`src/sv/dpr_pkg.sv`:
```
// ----------------------------------------------------------------------------
// dpr_pkg: shared types, codes and microcode program of the demand pager
// Holds the control word layout, the sequencer program and small helpers
// used by the sequencer and the pager datapath.
// ----------------------------------------------------------------------------
`default_nettype none

package dpr_pkg;

  // Input item kinds
  typedef enum logic [1:0] {
    KIND_PEND  = 2'd0,
    KIND_DIRTY = 2'd1,
    KIND_SERVE = 2'd2,
    KIND_NONE  = 2'd3
  } kind_t;

  // Result outcomes
  typedef enum logic [1:0] {
    OUT_MARK    = 2'd0,
    OUT_FREE    = 2'd1,
    OUT_REPLACE = 2'd2,
    OUT_NONE    = 2'd3
  } outcome_t;

  // Configuration register indexes
  localparam logic [1:0] CFG_NUM_PAGES  = 2'd0;
  localparam logic [1:0] CFG_NUM_FRAMES = 2'd1;
  localparam logic [1:0] CFG_SEED       = 2'd2;

  localparam logic [7:0]  RESET_NUM_PAGES  = 8'd128;
  localparam logic [7:0]  RESET_NUM_FRAMES = 8'd8;
  localparam logic [15:0] RESET_SEED       = 16'd44257;
  localparam logic [15:0] LFSR_TAPS        = 16'hB400;
  localparam logic [31:0] COUNT_MAX        = 32'hFFFF_FFFF;

  // Datapath actions, one per control word
  typedef enum logic [4:0] {
    A_NOP,
    A_CLEAR,
    A_ACCEPT,
    A_MARK_RD,
    A_MARK_WR,
    A_SCAN_INIT,
    A_SCAN_PT,
    A_SCAN_FT,
    A_NONE,
    A_LFSR,
    A_MOD,
    A_OWN_RD,
    A_OWN_CHK,
    A_EVICT,
    A_TAKE,
    A_LOAD,
    A_EMIT
  } act_t;

  // Next-step conditions
  typedef enum logic [2:0] {
    C_NEXT,
    C_JUMP,
    C_IN,
    C_SERVE,
    C_SCAN,
    C_CLR,
    C_MOD,
    C_OUT
  } cond_t;

  // Program steps
  typedef enum logic [4:0] {
    S_CLR     = 5'd0,
    S_IDLE    = 5'd1,
    S_DISP    = 5'd2,
    S_MARK_RD = 5'd3,
    S_MARK_WR = 5'd4,
    S_PT_INIT = 5'd5,
    S_PT_SCAN = 5'd6,
    S_NONE    = 5'd7,
    S_FT_INIT = 5'd8,
    S_FT_SCAN = 5'd9,
    S_RAND    = 5'd10,
    S_MOD     = 5'd11,
    S_OWN_RD  = 5'd12,
    S_OWN_CHK = 5'd13,
    S_EVICT   = 5'd14,
    S_TAKE    = 5'd15,
    S_LOAD    = 5'd16,
    S_EMIT    = 5'd17
  } step_t;

  typedef struct packed {
    act_t  act;
    cond_t cond;
    step_t target;
  } ctl_t;

  // Datapath status seen by the sequencer
  typedef struct packed {
    logic in_acc;
    logic serve;
    logic scan_hit;
    logic scan_done;
    logic clr_last;
    logic mod_last;
    logic out_free;
  } seq_flags_t;

  // Microcode program
  function automatic ctl_t program_word(input step_t step);
    ctl_t w;
    unique case (step)
      S_CLR:     w = '{A_CLEAR,     C_CLR,   S_IDLE};
      S_IDLE:    w = '{A_ACCEPT,    C_IN,    S_IDLE};
      S_DISP:    w = '{A_NOP,       C_SERVE, S_PT_INIT};
      S_MARK_RD: w = '{A_MARK_RD,   C_NEXT,  S_IDLE};
      S_MARK_WR: w = '{A_MARK_WR,   C_JUMP,  S_EMIT};
      S_PT_INIT: w = '{A_SCAN_INIT, C_NEXT,  S_IDLE};
      S_PT_SCAN: w = '{A_SCAN_PT,   C_SCAN,  S_FT_INIT};
      S_NONE:    w = '{A_NONE,      C_JUMP,  S_EMIT};
      S_FT_INIT: w = '{A_SCAN_INIT, C_NEXT,  S_IDLE};
      S_FT_SCAN: w = '{A_SCAN_FT,   C_SCAN,  S_TAKE};
      S_RAND:    w = '{A_LFSR,      C_NEXT,  S_IDLE};
      S_MOD:     w = '{A_MOD,       C_MOD,   S_IDLE};
      S_OWN_RD:  w = '{A_OWN_RD,    C_NEXT,  S_IDLE};
      S_OWN_CHK: w = '{A_OWN_CHK,   C_NEXT,  S_IDLE};
      S_EVICT:   w = '{A_EVICT,     C_JUMP,  S_LOAD};
      S_TAKE:    w = '{A_TAKE,      C_NEXT,  S_IDLE};
      S_LOAD:    w = '{A_LOAD,      C_NEXT,  S_IDLE};
      S_EMIT:    w = '{A_EMIT,      C_OUT,   S_IDLE};
      default:   w = '{A_NOP,       C_JUMP,  S_IDLE};
    endcase
    return w;
  endfunction

  // Galois LFSR, right shift
  function automatic logic [15:0] lfsr_step(input logic [15:0] v);
    logic [15:0] s;
    s = {1'b0, v[15:1]};
    if (v[0]) begin
      s = s ^ LFSR_TAPS;
    end
    return s;
  endfunction

  function automatic logic [31:0] sat_inc(input logic [31:0] v);
    return (v == COUNT_MAX) ? v : v + 32'd1;
  endfunction

endpackage

`default_nettype wire

```
`src/sv/dpr_ram.sv`:
```
// ----------------------------------------------------------------------------
// dpr_ram: generic single-write, single-read RAM
// One write port and one read port with registered read data.
// ----------------------------------------------------------------------------
`default_nettype none

module dpr_ram #(
  parameter int WIDTH = 8,
  parameter int DEPTH = 16,
  localparam int AW = $clog2(DEPTH)
) (
  input  wire logic             clk,
  input  wire logic             we,
  input  wire logic [AW-1:0]    waddr,
  input  wire logic [WIDTH-1:0] wdata,
  input  wire logic             re,
  input  wire logic [AW-1:0]    raddr,
  output logic      [WIDTH-1:0] rdata
);

  logic [WIDTH-1:0] mem [DEPTH];

  always_ff @(posedge clk) begin
    if (we) begin
      mem[waddr] <= wdata;
    end
    if (re) begin
      rdata <= mem[raddr];
    end
  end

endmodule

`default_nettype wire

```
`src/sv/dpr_seq.sv`:
```
// ----------------------------------------------------------------------------
// dpr_seq: microcode sequencer of the demand pager
// Holds the step counter, fetches the control word and picks the next step.
// ----------------------------------------------------------------------------
`default_nettype none

module dpr_seq (
  input  wire logic                clk,
  input  wire logic                rst_n,
  input  wire dpr_pkg::seq_flags_t flags,
  output dpr_pkg::ctl_t            ctl
);

  import dpr_pkg::*;

  step_t pc_r;
  step_t pc_nxt;

  assign ctl = program_word(pc_r);

  always_comb begin
    pc_nxt = pc_r;
    unique case (ctl.cond)
      C_NEXT:  pc_nxt = step_t'(pc_r + 5'd1);
      C_JUMP:  pc_nxt = ctl.target;
      C_IN:    if (flags.in_acc) begin
        pc_nxt = step_t'(pc_r + 5'd1);
      end
      C_SERVE: pc_nxt = flags.serve ? ctl.target : step_t'(pc_r + 5'd1);
      C_SCAN:  begin
        if (flags.scan_hit) begin
          pc_nxt = ctl.target;
        end else if (flags.scan_done) begin
          pc_nxt = step_t'(pc_r + 5'd1);
        end
      end
      C_CLR:   if (flags.clr_last) begin
        pc_nxt = step_t'(pc_r + 5'd1);
      end
      C_MOD:   if (flags.mod_last) begin
        pc_nxt = step_t'(pc_r + 5'd1);
      end
      C_OUT:   if (flags.out_free) begin
        pc_nxt = ctl.target;
      end
      default: pc_nxt = S_IDLE;
    endcase
  end

  // advance the step counter; reset starts the table clearing pass
  always_ff @(posedge clk) begin
    if (!rst_n) begin
      pc_r <= S_CLR;
    end else begin
      pc_r <= pc_nxt;
    end
  end

endmodule

`default_nettype wire

```
`src/sv/demand_pager_random_replace_top.sv`:
```
// ----------------------------------------------------------------------------
// demand_pager_random_replace_top: demand pager with random replacement
// Page table and frame owner table in RAM, driven by a microcoded sequencer.
// ----------------------------------------------------------------------------
//
//  channel | direction | handshake            | payload
//  --------+-----------+----------------------+--------------------------------
//  cfg     | in        | cfg_we               | cfg_index, cfg_wdata
//  in      | in        | in_tvalid/in_tready  | in_tuser kind, in_tdata page/req
//  out     | out       | out_tvalid/out_tready| out_tuser outcome, out_tdata
//
//  Path from the input transfer to out_tvalid: a mark item (kind 0, 1, 3) reads
//  and rewrites its page table entry; a service scans the page table for the
//  lowest pending page (none found ends it), then the frame table for a free
//  frame f to load page p into, else replaces: the LFSR steps and a serial
//  modulo of the LFSR by the frame count picks the frame. After the result is
//  loaded the sequencer returns to idle to take the next input. The page table
//  scan and the free frame scan read one RAM entry a cycle. Reset: a clearing
//  pass writes every page table and frame table entry, one per cycle, first.
//  Stalls: a finished result waits in the output register; the next input is
//  taken meanwhile and its result is held back until the register frees.
//
`default_nettype none

module demand_pager_random_replace_top #(
  parameter int MAX_PAGE_COUNT = 128,
  parameter int REQUESTER_BITS = 16
) (
  input  wire logic        clk,
  input  wire logic        rst_n,
  // configuration writes
  input  wire logic        cfg_we,
  input  wire logic [1:0]  cfg_index,
  input  wire logic [15:0] cfg_wdata,
  // input items
  input  wire logic        in_tvalid,
  output logic             in_tready,
  input  wire logic [23:0] in_tdata,   // [6:0] page, [22:7] requester, [23] zero
  input  wire logic [1:0]  in_tuser,   // [1:0] kind
  // result items
  output logic             out_tvalid,
  input  wire logic        out_tready,
  // [6:0] loaded_page, [13:7] frame, [20:14] evicted_page, [21] wrote_back,
  // [37:22] resume_requester, [69:38] access_total, [71:70] zero
  output logic      [71:0] out_tdata,
  output logic      [1:0]  out_tuser   // [1:0] outcome
);

  import dpr_pkg::*;

  localparam int PW  = $clog2(MAX_PAGE_COUNT);   // page / frame index bits
  localparam int LW  = PW + 1;                   // holds a count up to the max
  localparam int XW  = (LW > 8) ? LW : 8;        // compare width vs 8-bit regs
  localparam int RB  = REQUESTER_BITS;
  localparam int PTW = 2 + PW + RB;              // {valid, dirty, frame, pend}
  localparam int FTW = 1 + PW;                   // {owned, page}

  // width adapters for the fixed 7-bit and 16-bit fields
  function automatic logic [PW-1:0] from7(input logic [6:0] v);
    logic [PW+6:0] t;
    t = {{PW{1'b0}}, v};
    return t[PW-1:0];
  endfunction

  function automatic logic [6:0] to7(input logic [PW-1:0] v);
    logic [PW+6:0] t;
    t = {7'd0, v};
    return t[6:0];
  endfunction

  function automatic logic [RB-1:0] from16(input logic [15:0] v);
    logic [RB+15:0] t;
    t = {{RB{1'b0}}, v};
    return t[RB-1:0];
  endfunction

  function automatic logic [15:0] to16(input logic [RB-1:0] v);
    logic [RB+15:0] t;
    t = {16'd0, v};
    return t[15:0];
  endfunction

  // --------------------------------------------------------------------------
  // Sequencer
  // --------------------------------------------------------------------------
  ctl_t       ctl;
  seq_flags_t flags;

  dpr_seq u_seq (
    .clk   (clk),
    .rst_n (rst_n),
    .flags (flags),
    .ctl   (ctl)
  );

  // --------------------------------------------------------------------------
  // Tables
  // --------------------------------------------------------------------------
  logic           pt_we, pt_re;
  logic [PW-1:0]  pt_waddr, pt_raddr;
  logic [PTW-1:0] pt_wdata, pt_rdata;
  logic           ft_we, ft_re;
  logic [PW-1:0]  ft_waddr, ft_raddr;
  logic [FTW-1:0] ft_wdata, ft_rdata;

  dpr_ram #(.WIDTH(PTW), .DEPTH(MAX_PAGE_COUNT)) u_page_tbl (
    .clk   (clk),
    .we    (pt_we),
    .waddr (pt_waddr),
    .wdata (pt_wdata),
    .re    (pt_re),
    .raddr (pt_raddr),
    .rdata (pt_rdata)
  );

  dpr_ram #(.WIDTH(FTW), .DEPTH(MAX_PAGE_COUNT)) u_frame_tbl (
    .clk   (clk),
    .we    (ft_we),
    .waddr (ft_waddr),
    .wdata (ft_wdata),
    .re    (ft_re),
    .raddr (ft_raddr),
    .rdata (ft_rdata)
  );

  // page table word fields
  logic [RB-1:0] pt_pend;
  logic [PW-1:0] pt_frame;
  logic          pt_dirty, pt_valid;
  assign pt_pend  = pt_rdata[RB-1:0];
  assign pt_frame = pt_rdata[RB+PW-1:RB];
  assign pt_dirty = pt_rdata[RB+PW];
  assign pt_valid = pt_rdata[RB+PW+1];

  logic          ft_owned;
  logic [PW-1:0] ft_page;
  assign ft_page  = ft_rdata[PW-1:0];
  assign ft_owned = ft_rdata[PW];

  // --------------------------------------------------------------------------
  // Registers
  // --------------------------------------------------------------------------
  logic [7:0]    num_pages_r,  num_pages_nxt;
  logic [7:0]    num_frames_r, num_frames_nxt;
  logic [15:0]   lfsr_r,       lfsr_nxt;
  logic [31:0]   count_r,      count_nxt;
  logic [LW-1:0] idx_r,        idx_nxt;
  logic          last_v_r,     last_v_nxt;
  logic [PW-1:0] last_idx_r,   last_idx_nxt;
  kind_t         kind_r,       kind_nxt;
  logic [6:0]    pg7_r,        pg7_nxt;
  logic [PW-1:0] page_r,       page_nxt;
  logic [RB-1:0] req_r,        req_nxt;
  logic [PW-1:0] frame_r,      frame_nxt;
  logic [PW-1:0] victim_r,     victim_nxt;
  logic          vict_v_r,     vict_v_nxt;
  logic          wb_r,         wb_nxt;
  outcome_t      outcome_r,    outcome_nxt;
  logic [LW-1:0] rem_r,        rem_nxt;
  logic [3:0]    bit_r,        bit_nxt;
  logic          out_tvalid_r, out_tvalid_nxt;
  logic [71:0]   out_tdata_r,  out_tdata_nxt;
  logic [1:0]    out_tuser_r,  out_tuser_nxt;

  // --------------------------------------------------------------------------
  // Derived limits and status
  // --------------------------------------------------------------------------
  logic [LW-1:0] npages, nframes, scan_limit;
  logic          in_rng, scan_test, page_ok, out_free, in_acc;
  logic [LW:0]   mod_sh, mod_sub;
  logic [LW-1:0] mod_rem;
  logic          show_load, show_evict;

  // clamp page count to the table depth; zero frames act as one
  assign npages = (XW'(num_pages_r) > XW'(MAX_PAGE_COUNT)) ? LW'(MAX_PAGE_COUNT)
                                                         : LW'(num_pages_r);
  always_comb begin
    if (num_frames_r == 8'd0) begin
      nframes = LW'(1);
    end else if (XW'(num_frames_r) > XW'(MAX_PAGE_COUNT)) begin
      nframes = LW'(MAX_PAGE_COUNT);
    end else begin
      nframes = LW'(num_frames_r);
    end
  end

  // shared scan: a read is issued at idx while the previous one is checked
  assign scan_limit = (ctl.act == A_SCAN_FT) ? nframes : npages;
  assign scan_test  = (ctl.act == A_SCAN_FT) ? !ft_owned : (pt_pend != '0);
  assign in_rng     = idx_r < scan_limit;

  assign page_ok  = XW'(pg7_r) < XW'(npages);
  assign out_free = !out_tvalid_r || out_tready;
  assign in_tready = (ctl.act == A_ACCEPT);
  assign in_acc    = in_tvalid && in_tready;

  // one restoring step of lfsr modulo frame count, MSB first
  assign mod_sh  = {rem_r, lfsr_r[4'd15 - bit_r]};
  assign mod_sub = mod_sh - {1'b0, nframes};
  assign mod_rem = (mod_sh >= {1'b0, nframes}) ? mod_sub[LW-1:0] : mod_sh[LW-1:0];

  assign show_load  = (outcome_r == OUT_FREE) || (outcome_r == OUT_REPLACE);
  assign show_evict = (outcome_r == OUT_REPLACE);

  always_comb begin
    flags.in_acc    = in_acc;
    flags.serve     = (kind_r == KIND_SERVE);
    flags.scan_hit  = last_v_r && scan_test;
    flags.scan_done = !last_v_r && !in_rng;
    flags.clr_last  = (idx_r == LW'(MAX_PAGE_COUNT - 1));
    flags.mod_last  = (bit_r == 4'd15);
    flags.out_free  = out_free;
  end

  // --------------------------------------------------------------------------
  // Datapath
  // --------------------------------------------------------------------------
  always_comb begin
    num_pages_nxt  = num_pages_r;
    num_frames_nxt = num_frames_r;
    lfsr_nxt       = lfsr_r;
    count_nxt      = count_r;
    idx_nxt        = idx_r;
    last_v_nxt     = last_v_r;
    last_idx_nxt   = last_idx_r;
    kind_nxt       = kind_r;
    pg7_nxt        = pg7_r;
    page_nxt       = page_r;
    req_nxt        = req_r;
    frame_nxt      = frame_r;
    victim_nxt     = victim_r;
    vict_v_nxt     = vict_v_r;
    wb_nxt         = wb_r;
    outcome_nxt    = outcome_r;
    rem_nxt        = rem_r;
    bit_nxt        = bit_r;
    out_tvalid_nxt = out_tvalid_r;
    out_tdata_nxt  = out_tdata_r;
    out_tuser_nxt  = out_tuser_r;
    pt_we    = 1'b0;
    pt_waddr = '0;
    pt_wdata = '0;
    pt_re    = 1'b0;
    pt_raddr = '0;
    ft_we    = 1'b0;
    ft_waddr = '0;
    ft_wdata = '0;
    ft_re    = 1'b0;
    ft_raddr = '0;

    // drop the held result once it transfers
    if (out_tvalid_r && out_tready) begin
      out_tvalid_nxt = 1'b0;
    end

    unique case (ctl.act)
      A_NOP: begin
      end
      A_CLEAR: begin
        // zero page entries, mark every frame unowned (free)
        pt_we    = 1'b1;
        pt_waddr = idx_r[PW-1:0];
        ft_we    = 1'b1;
        ft_waddr = idx_r[PW-1:0];
        idx_nxt  = idx_r + LW'(1);
      end
      A_ACCEPT: begin
        if (in_acc) begin
          kind_nxt = kind_t'(in_tuser);
          pg7_nxt  = in_tdata[6:0];
          page_nxt = from7(in_tdata[6:0]);
          req_nxt  = from16(in_tdata[22:7]);
        end
      end
      A_MARK_RD: begin
        pt_re    = 1'b1;
        pt_raddr = page_r;
      end
      A_MARK_WR: begin
        outcome_nxt = OUT_MARK;
        pt_waddr    = page_r;
        if (page_ok && (kind_r == KIND_PEND) && !pt_valid) begin
          pt_we    = 1'b1;
          pt_wdata = {pt_valid, pt_dirty, pt_frame, req_r};
        end else if (page_ok && (kind_r == KIND_DIRTY) && pt_valid) begin
          pt_we    = 1'b1;
          pt_wdata = {pt_valid, 1'b1, pt_frame, pt_pend};
        end
      end
      A_SCAN_INIT: begin
        idx_nxt    = '0;
        last_v_nxt = 1'b0;
      end
      A_SCAN_PT: begin
        pt_re        = in_rng;
        pt_raddr     = idx_r[PW-1:0];
        last_v_nxt   = in_rng;
        last_idx_nxt = idx_r[PW-1:0];
        if (in_rng) begin
          idx_nxt = idx_r + LW'(1);
        end
        // hold the lowest pending page and its requester
        if (flags.scan_hit) begin
          page_nxt = last_idx_r;
          req_nxt  = pt_pend;
        end
      end
      A_SCAN_FT: begin
        ft_re        = in_rng;
        ft_raddr     = idx_r[PW-1:0];
        last_v_nxt   = in_rng;
        last_idx_nxt = idx_r[PW-1:0];
        if (in_rng) begin
          idx_nxt = idx_r + LW'(1);
        end
        if (flags.scan_hit) begin
          frame_nxt = last_idx_r;
        end
      end
      A_NONE: begin
        outcome_nxt = OUT_NONE;
      end
      A_LFSR: begin
        lfsr_nxt = lfsr_step(lfsr_r);
        rem_nxt  = '0;
        bit_nxt  = '0;
      end
      A_MOD: begin
        rem_nxt   = mod_rem;
        frame_nxt = mod_rem[PW-1:0];
        bit_nxt   = bit_r + 4'd1;
      end
      A_OWN_RD: begin
        ft_re    = 1'b1;
        ft_raddr = frame_r;
      end
      A_OWN_CHK: begin
        vict_v_nxt = ft_owned;
        victim_nxt = ft_owned ? ft_page : '0;
        pt_re      = 1'b1;
        pt_raddr   = ft_page;
      end
      A_EVICT: begin
        outcome_nxt = OUT_REPLACE;
        wb_nxt      = vict_v_r && pt_dirty;
        if (vict_v_r) begin
          pt_we    = 1'b1;
          pt_waddr = victim_r;
          pt_wdata = '0;
          if (pt_dirty) begin
            count_nxt = sat_inc(count_r);
          end
        end
      end
      A_TAKE: begin
        outcome_nxt = OUT_FREE;
        victim_nxt  = '0;
        wb_nxt      = 1'b0;
      end
      A_LOAD: begin
        pt_we     = 1'b1;
        pt_waddr  = page_r;
        pt_wdata  = {1'b1, 1'b0, frame_r, {RB{1'b0}}};
        ft_we     = 1'b1;
        ft_waddr  = frame_r;
        ft_wdata  = {1'b1, page_r};
        count_nxt = sat_inc(count_r);
      end
      A_EMIT: begin
        if (out_free) begin
          out_tvalid_nxt = 1'b1;
          out_tuser_nxt  = outcome_r;
          out_tdata_nxt  = {2'b00,
                            count_r,
                            show_load  ? to16(req_r)   : 16'd0,
                            show_evict ? wb_r          : 1'b0,
                            show_evict ? to7(victim_r) : 7'd0,
                            show_load  ? to7(frame_r)  : 7'd0,
                            show_load  ? to7(page_r)   : 7'd0};
        end
      end
      default: begin
      end
    endcase

    // configuration writes must arrive only while idle; the block does not enforce it
    if (cfg_we) begin
      unique case (cfg_index)
        CFG_NUM_PAGES:  num_pages_nxt  = cfg_wdata[7:0];
        CFG_NUM_FRAMES: num_frames_nxt = cfg_wdata[7:0];
        CFG_SEED:       lfsr_nxt       = cfg_wdata;
        default: begin
        end
      endcase
    end
  end

  always_ff @(posedge clk) begin
    if (!rst_n) begin
      num_pages_r  <= RESET_NUM_PAGES;
      num_frames_r <= RESET_NUM_FRAMES;
      lfsr_r       <= RESET_SEED;
      count_r      <= '0;
      idx_r        <= '0;
      last_v_r     <= 1'b0;
      out_tvalid_r <= 1'b0;
    end else begin
      num_pages_r  <= num_pages_nxt;
      num_frames_r <= num_frames_nxt;
      lfsr_r       <= lfsr_nxt;
      count_r      <= count_nxt;
      idx_r        <= idx_nxt;
      last_v_r     <= last_v_nxt;
      out_tvalid_r <= out_tvalid_nxt;
    end
  end

  // payload registers, no reset
  always_ff @(posedge clk) begin
    last_idx_r  <= last_idx_nxt;
    kind_r      <= kind_nxt;
    pg7_r       <= pg7_nxt;
    page_r      <= page_nxt;
    req_r       <= req_nxt;
    frame_r     <= frame_nxt;
    victim_r    <= victim_nxt;
    vict_v_r    <= vict_v_nxt;
    wb_r        <= wb_nxt;
    outcome_r   <= outcome_nxt;
    rem_r       <= rem_nxt;
    bit_r       <= bit_nxt;
    out_tdata_r <= out_tdata_nxt;
    out_tuser_r <= out_tuser_nxt;
  end

  assign out_tvalid = out_tvalid_r;
  assign out_tdata  = out_tdata_r;
  assign out_tuser  = out_tuser_r;

  // --------------------------------------------------------------------------
  // Assertions
  // --------------------------------------------------------------------------
  // an accepted item leaves the idle step at once
  a_accept_leaves_idle: assert property (@(posedge clk) disable iff (!rst_n)
    in_acc |=> !in_tready)
    else $error("input ready held after a transfer");

  // a result is loaded whenever the emit step finds the register free
  a_emit_loads: assert property (@(posedge clk) disable iff (!rst_n)
    (ctl.act == A_EMIT && out_free) |=> out_tvalid)
    else $error("emit step did not load the result");

  // the frame being loaded lies below the active frame count
  a_frame_in_range: assert property (@(posedge clk) disable iff (!rst_n)
    (ctl.act == A_LOAD) |-> (LW'(frame_r) < nframes))
    else $error("load into a frame outside the frame count");

  // the disk access count never goes down
  a_count_monotonic: assert property (@(posedge clk) disable iff (!rst_n)
    $past(rst_n) |-> (count_r >= $past(count_r)))
    else $error("disk access count decreased");

endmodule

`default_nettype wire
```
`config.mk`:
```
export PLATFORM = sky130hd
export DESIGN_NAME = demand_pager_random_replace_top
export DESIGN_NICKNAME = d
export VERILOG_FILES = /design/src/sv/dpr_pkg.sv /design/src/sv/dpr_ram.sv /design/src/sv/dpr_seq.sv /design/src/sv/demand_pager_random_replace_top.sv
export SDC_FILE = /design/constraint.sdc
export NUM_CORES = 2
export LEC_CHECK = 0
export BUFFER_PORTS_ARGS = -buffer_cell sky130_fd_sc_hd__clkbuf_2
export CAP_MARGIN = 30
export CORE_ASPECT_RATIO = 1.75
export CORE_MARGIN = 2
export CORE_UTILIZATION = 63
export DETAILED_ROUTE_END_ITERATION = 10
export PLACE_DENSITY = 0.76
export SLEW_MARGIN = 20
export SYNTH_ARGS = -nofsm -noshare
export SYNTH_HDL_FRONTEND = slang
export SYNTH_MEMORY_MAX_BITS = 65536
export SYNTH_SLANG_ARGS = --single-unit
```
`constraint.sdc`:
```
create_clock -name clk -period 11.6 [get_ports clk]
set_clock_uncertainty 0.05 [all_clocks]
set_input_delay 2.32 -clock clk [delete_from_list [all_inputs] [get_ports clk]]
set_output_delay 2.32 -clock clk [all_outputs]
set_load 0.02 [all_outputs]
```
* Word level (Yosys, flattened, before mapping)
Memory sizes are Yosys's and may differ from the RTL's. A register that Yosys moved wholly into a read port is not among the register bits. Cells that the tools add are included.
Word-level totals: latch bits 0, flip-flop bits (word level) 220, memories kept 3, bits in read-only memories 416, RAM bits 4224, logic and storage cells 191
Memories:
- u_page_tbl.mem | depth 128, bits a word 25, read ports 1, clocked after memory_dff 1, write ports 1, RTL line dpr_ram.sv:21 | logic [WIDTH-1:0] mem [DEPTH];
- u_frame_tbl.mem | depth 128, bits a word 8, read ports 1, clocked after memory_dff 1, write ports 1, RTL line dpr_ram.sv:21
- (name not given) | depth 32, bits a word 13, read ports 1, clocked after memory_dff 1, write ports 0, RTL line dpr_pkg.sv:112 | unique case (step)
Operators by class: reduce and logical (&&, ||, !) cells 43, multiply operators 0, magnitude comparators 6, shift operators 0, add/subtract/negate cells 6, equality and inequality tests 43, muxes and demuxes 65, divide/modulo/power cells 0, bitwise logic cells 1
Operators by type and width (count):
- two-way mux 16 bit | 6
- two-way mux 32 bit | 3
- case mux 7 bit (2 select lines) | 5
- case mux 32 bit (2 select lines) | 1
- two-way mux 8 bit | 7
- two-way mux 25 bit | 2
- case mux 25 bit (2 select lines) | 1
- two-way mux 5 bit | 9
- case mux 7 bit (3 select lines) | 2
- == test 5 x 4 -> 1 bit, second input constant | 8
- case mux 5 bit (8 select lines) | 1
- adder 32 x 1 -> 32 bit, second input constant | 1
- == test 32 bit, second input constant | 1
- case mux 16 bit (2 select lines) | 1
- two-way mux 7 bit | 4
- case mux 8 bit (3 select lines) | 1
- == test 5 x 3 -> 1 bit, second input constant | 4
- greater-than comparator 8 bit, second input constant | 2
- case mux 8 bit (2 select lines) | 1
- nonzero test 16 bit | 1
- inequality test 2 bit, second input constant | 7
- nonzero test 2 bit | 7
- two-way mux 1 bit | 13
- == test 3 bit, second input constant | 4
- 38 further kinds | 72

* Longest topological paths before layout
word-level depth 12, mapped depth 20

* Modules after synthesis
A second synthesis with hierarchy kept.
Second synthesis, totals: cell total of the unflattened synthesis 7397, area, all modules 173979.4 um2
By module, submodules not included:
- dpr_ram (u_page_tbl) | area each 122525.0 um2, cells an instance 4720, sequential area each 96842.9 um2, times used 1
- dpr_ram (u_frame_tbl) | area each 39745.6 um2, cells an instance 1635, sequential area each 30989.7 um2, times used 1
- demand_pager_random_replace_top | area each 10577.6 um2, cells an instance 929, sequential area each 5715.5 um2, times used 1
- dpr_seq | area each 1131.1 um2, cells an instance 113, sequential area each 360.3 um2, times used 1

* Worst setup path before layout
No wires, ideal clock.
path kind register to register, from reg num_pages_r[7], to mem u_page_tbl.mem[0][24] (netlist bit) (data pin), required time 10.353 ns, arrival 7.275 ns, setup slack 3.078 ns, setup time 1.197 ns, period minus slack after synthesis 8.522 ns, stages on the path, launching flop included 13, cell sequence dfxtp_1 clkbuf_1 nand2b_1 ha_1 a21o_1 a21o_1 a21o_1 a21o_1 a21oi_1 nor3b_1 or4_1 buf_2 o21ai_0
On the way: cells in the longest elaborated chain, start to end 8
RTL lines:
- start: declaration | RTL line demand_pager_random_replace_top.sv:143 | logic [7:0] num_pages_r, num_pages_nxt;
- start signal: assignment | RTL line demand_pager_random_replace_top.sv:408 | num_pages_r <= num_pages_nxt;
- greater-than comparator 8 bit | RTL line demand_pager_random_replace_top.sv:175 | assign npages = (XW'(num_pages_r) > XW'(MAX_PAGE_COUNT)) ? LW'(MAX_PAGE_COUNT)
- two-way mux 8 bit * | RTL line demand_pager_random_replace_top.sv:175
- < comparator 7 x 8 -> 1 bit * | RTL line demand_pager_random_replace_top.sv:192 | assign page_ok = XW'(pg7_r) < XW'(npages);
- logical AND 1 bit (2 in a row) | RTL line demand_pager_random_replace_top.sv:285 | end else if (page_ok && (kind_r == KIND_DIRTY) && pt_valid) begin
- two-way mux 25 bit | RTL line demand_pager_random_replace_top.sv:285
- two-way mux 25 bit * | RTL line demand_pager_random_replace_top.sv:282 | if (page_ok && (kind_r == KIND_PEND) && !pt_valid) begin
- case mux 25 bit (2 select lines) * | RTL line demand_pager_random_replace_top.sv:256 | unique case (ctl.act)
- via pt_wdata[24] | RTL line demand_pager_random_replace_top.sv:101 | logic [PTW-1:0] pt_wdata, pt_rdata;
- end: declaration | RTL line dpr_ram.sv:21
The timed path passes the listed nets; every way through them passes the cells marked *.

* Worst setup path after layout
from reg, netlist name u_seq.ctl[10], to reg u_page_tbl.rdata[14], read port of u_page_tbl.mem (data pin)
On the way: cells in the longest elaborated chain, start to end 4
RTL lines:
- == test 5 x 3 -> 1 bit | RTL line demand_pager_random_replace_top.sv:188 | assign scan_limit = (ctl.act == A_SCAN_FT) ? nframes : npages;
- two-way mux 8 bit | RTL line demand_pager_random_replace_top.sv:188
- < comparator 8 bit | RTL line demand_pager_random_replace_top.sv:190 | assign in_rng = idx_r < scan_limit;
- case mux 1 bit (2 select lines) | RTL line demand_pager_random_replace_top.sv:256
- end: declaration | RTL line dpr_ram.sv:18 | output logic [WIDTH-1:0] rdata
Several ways; a longest one is shown, not always the timed one. A chain may end at the register's enable or synchronous reset.

==> impl_metrics.ini <==
[global_routing]
track_usage_pct = 35.6
grt_max_degree = 178
grt-ovfl-total = 0
first_global_vias = 91200
grt_pass1_wl_um = 596000
antenna_found_initial = 15

[sta]
finalCriticalPeriod_ps = 6450
period_share_pct = 55.6
final.setup.tns_ps = 0
slew_viol_final = 0
max_freq_mhz = 155
final_hold_viol_count = 0
hold-worst-slack_ps = 409
slew_headroom_pct = 13.3
rsz0062_at_grt = false
tightest_slew_ps = 1300
setup_viol = 0

[status]
failed_checks = design-rule violations
status = finished, violations left

[setup_path]
cp-end-kind = flip-flop
path_class = flip-flop to flip-flop
slowest_stage = buf_4
path_buf_inv = 2
cp_max_fo = 51
path_cells = or3b_1, nor2_8, a221o_4, buf_4, buf_4, nand3_1, a21oi_1, o22ai_1, a21oi_1, o21ai_0, and3_1
worstSetupStartpointType = flip-flop
required_ps = 12210
rr_startpoint = u_seq.ctl[10]
slowest_delay_ps = 800
cp.arrival_ps = 7070
cp-startpoint = u_seq.ctl[10]
crit_family = compound AO/OA/AOI/OAI gates

[pwr]
combPwrFrac_pct = 0.9
internal-power_mw = 19.8
swShare_pct = 19.2
power.switching_mw = 4.72
pwr-share-seq_pct = 57.2
clkPwrFrac_pct = 41.9
leakage_nw = 54.4
powerDensity_nw_per_um2 = 155
peakVddDrop_v = 0.000155

[logic_synthesis]
yosysSeqAreaShare_pct = 74.4
yosysUniqueCellTypes = 87
async_flop_share_pct = 0
ys_warn_count = 0
synth_area_leaders = edfxtp_1, nand2_1, mux2i_1
syn_area_um2 = 144000
synth_cells = 10600
ys.flop_type = edfxtp_1
ys_top_cells_by_count = edfxtp_1, nand2_1, nand3_1
synth_seq_cells = 3587
avgSynthCellArea_um2 = 13.5
synth_top_area_cell = edfxtp_1
synth_edf_count = 3495
synth_most_common_cell = edfxtp_1
synth.top_cell.area_share_pct = 73.1

[floorplanning]
pin_count = 125
initial_core_util_pct = 63.4
die-height_um = 636
core_area_um2 = 226000
std_cell_rows = 231
die_w_um = 365
design.die.area_um2 = 232000

[final_layout]
final_nets = 10800
fill_cells = 14400
syn2layout_area_growth_pct = 10.4
fin_area_um2 = 159000
drive_gt1_share_pct = 10.6

[placed_design]
gp_congestion = 0.954
placed_cell_area_um2 = 149000
numPortBuffers = 121
dp_hpwl_um = 253000

[worst_hold_path]
hp-start = count_r[23]
hold_class = flip-flop to flip-flop

[routing]
routedWlPerCell_um = 29.9
viasPerCell = 6.64
num_vias = 93000
drtIter0Drc = 12900
routed_wl_um = 418000
drtAntennaViolNets = 0
drc_errors = 2
firstDrtPassIters = 11

[clock_tree]
cts_buffers = 307
postCtsSetupBuffers = 0
clk_pin_slew_ps = 70
h-tree-depth = 5
clk_latency_ps = 920
ctsRootBufferMaster = clkbuf_16
cts_sinks = 3587
cts_resized = 0
cts_max_path_buffers = 4
cts_hold_buf = 0
cts_tree = built

[flow_run]
drv_cap = 0
## metal layers
layer | global-route usage [%] | wire length, um
met1 | 39.8 | 130000
met2 | 57.6 | 201000
met3 | 5.99 | 39600
met4 | 33.7 | 47000
met5 | 0 | 72
## logic make-up after synthesis
| kind of cell | count (synthesis) | share of synthesized area, % |
|---|---|---|
| AOI/OAI and AO/OA | 1398 | 6.03 |
| xor gates and xnor gates | 48 | 0.293 |
| adders and majority gates | 34 | 0.302 |
| buffers and inverters | 702 | 2.35 |
| DFF | 3587 | 74.4 |
| muxes | 455 | 3.40 |
| other | 1 | 0.00261 |
| and+or+nand+nor | 4409 | 13.2 |
## flip-flops by register name, summed over array words and instances, names as in the netlist, 4 cells and up
signal,count
u_frame_tbl.rdata,8
req_r,16
num_frames_r,8
lfsr_r,16
num_pages_r,8
u_seq.ctl,13
pg7_r,7
bit_r,4
last_idx_r,7
idx_r,8
u_seq.pc_r,5
frame_r,7
u_page_tbl.rdata,18
count_r,32
victim_r,7
u_page_tbl.mem,2304
page_r,7
out_tdata,70
rem_r,8
u_frame_tbl.mem,1024
## path summary, 6_finish.rpt
| kind | to | slack (ps) | cells past startpoint |
|---|---|---|---|
| max | u_page_tbl.rdata[14] | 5150 | 11 |
| min | out_tdata[61] | 410 | 0 |
| max reg2reg | u_page_tbl.rdata[14] | 5150 | 11 |
| min reg2reg | out_tdata[61] | 410 | 0 |
## placed cells by master, fill, tap and decap left out, drive strengths merged, types with 12 or more instances in the layout
cell type	synthesis	final
o21ai	190	190
a31oi	160	160
edfxtp	3495	3495
bufinv	0	33
nor3	180	180
a311oi	67	67
clkbuf	251	485
xor2	26	26
nand3	737	737
a22oi	31	31
o22ai	135	135
and2	29	29
o221ai	19	19
o2111ai	18	18
nor2b	45	45
nand2	2739	2739
buf	425	344
mux2	34	34
clkinv	2	120
mux2i	398	398
a32o	13	13
a32oi	40	40
a221oi	21	21
nor4	159	159
nor2	285	285
xnor2	22	22
o211ai	21	21
o41ai	12	12
inv	24	33
dfxtp	92	92
nand4	63	63
nand2b	15	15
a21oi	557	557
a211oi	18	18
a22o	21	21
ha	33	33
and3	109	109
mux4	23	23
## power by group through the flow
stage	clock [mW]	sequential (mW)	combinational (mW)
finish	10.3	14.0	0.219
global route	10.8	14.0	0.219
CTS	10.3	14.0	0.208
detailed placement	0	14.3	0.207
global placement	0	14.3	0.202
floorplan	0	14.3	0.0927
## per-stage QoR
step	worst slack [ps]	instances	total power [mW]	util, %
2_1_floorplan	3080	10600	14.4	-
3_3_place_gp	5330	13400	14.5	65.5
3_5_place_dp	5360	13400	14.5	65.6
4_1_cts	5330	14000	24.6	70.0
5_1_grt	5090	14000	25.0	70.1
6_report	5150	14000	24.5	70.1
## final cells by class
type | instances | area (um^2) | area share (%)
timing repair buffer | 465 | 3500 | 2.21
tap | 3029 | 3790 | 2.39
multi-input combinational | 6346 | 34500 | 21.8
sequential | 3587 | 107000 | 67.4
antenna | 4 | 10.0 | 0.00631
clock buffer | 364 | 8120 | 5.12
clock inverter | 170 | 1690 | 1.07
inverter | 26 | 100 | 0.0631
(Power assumes the default switching activity.)
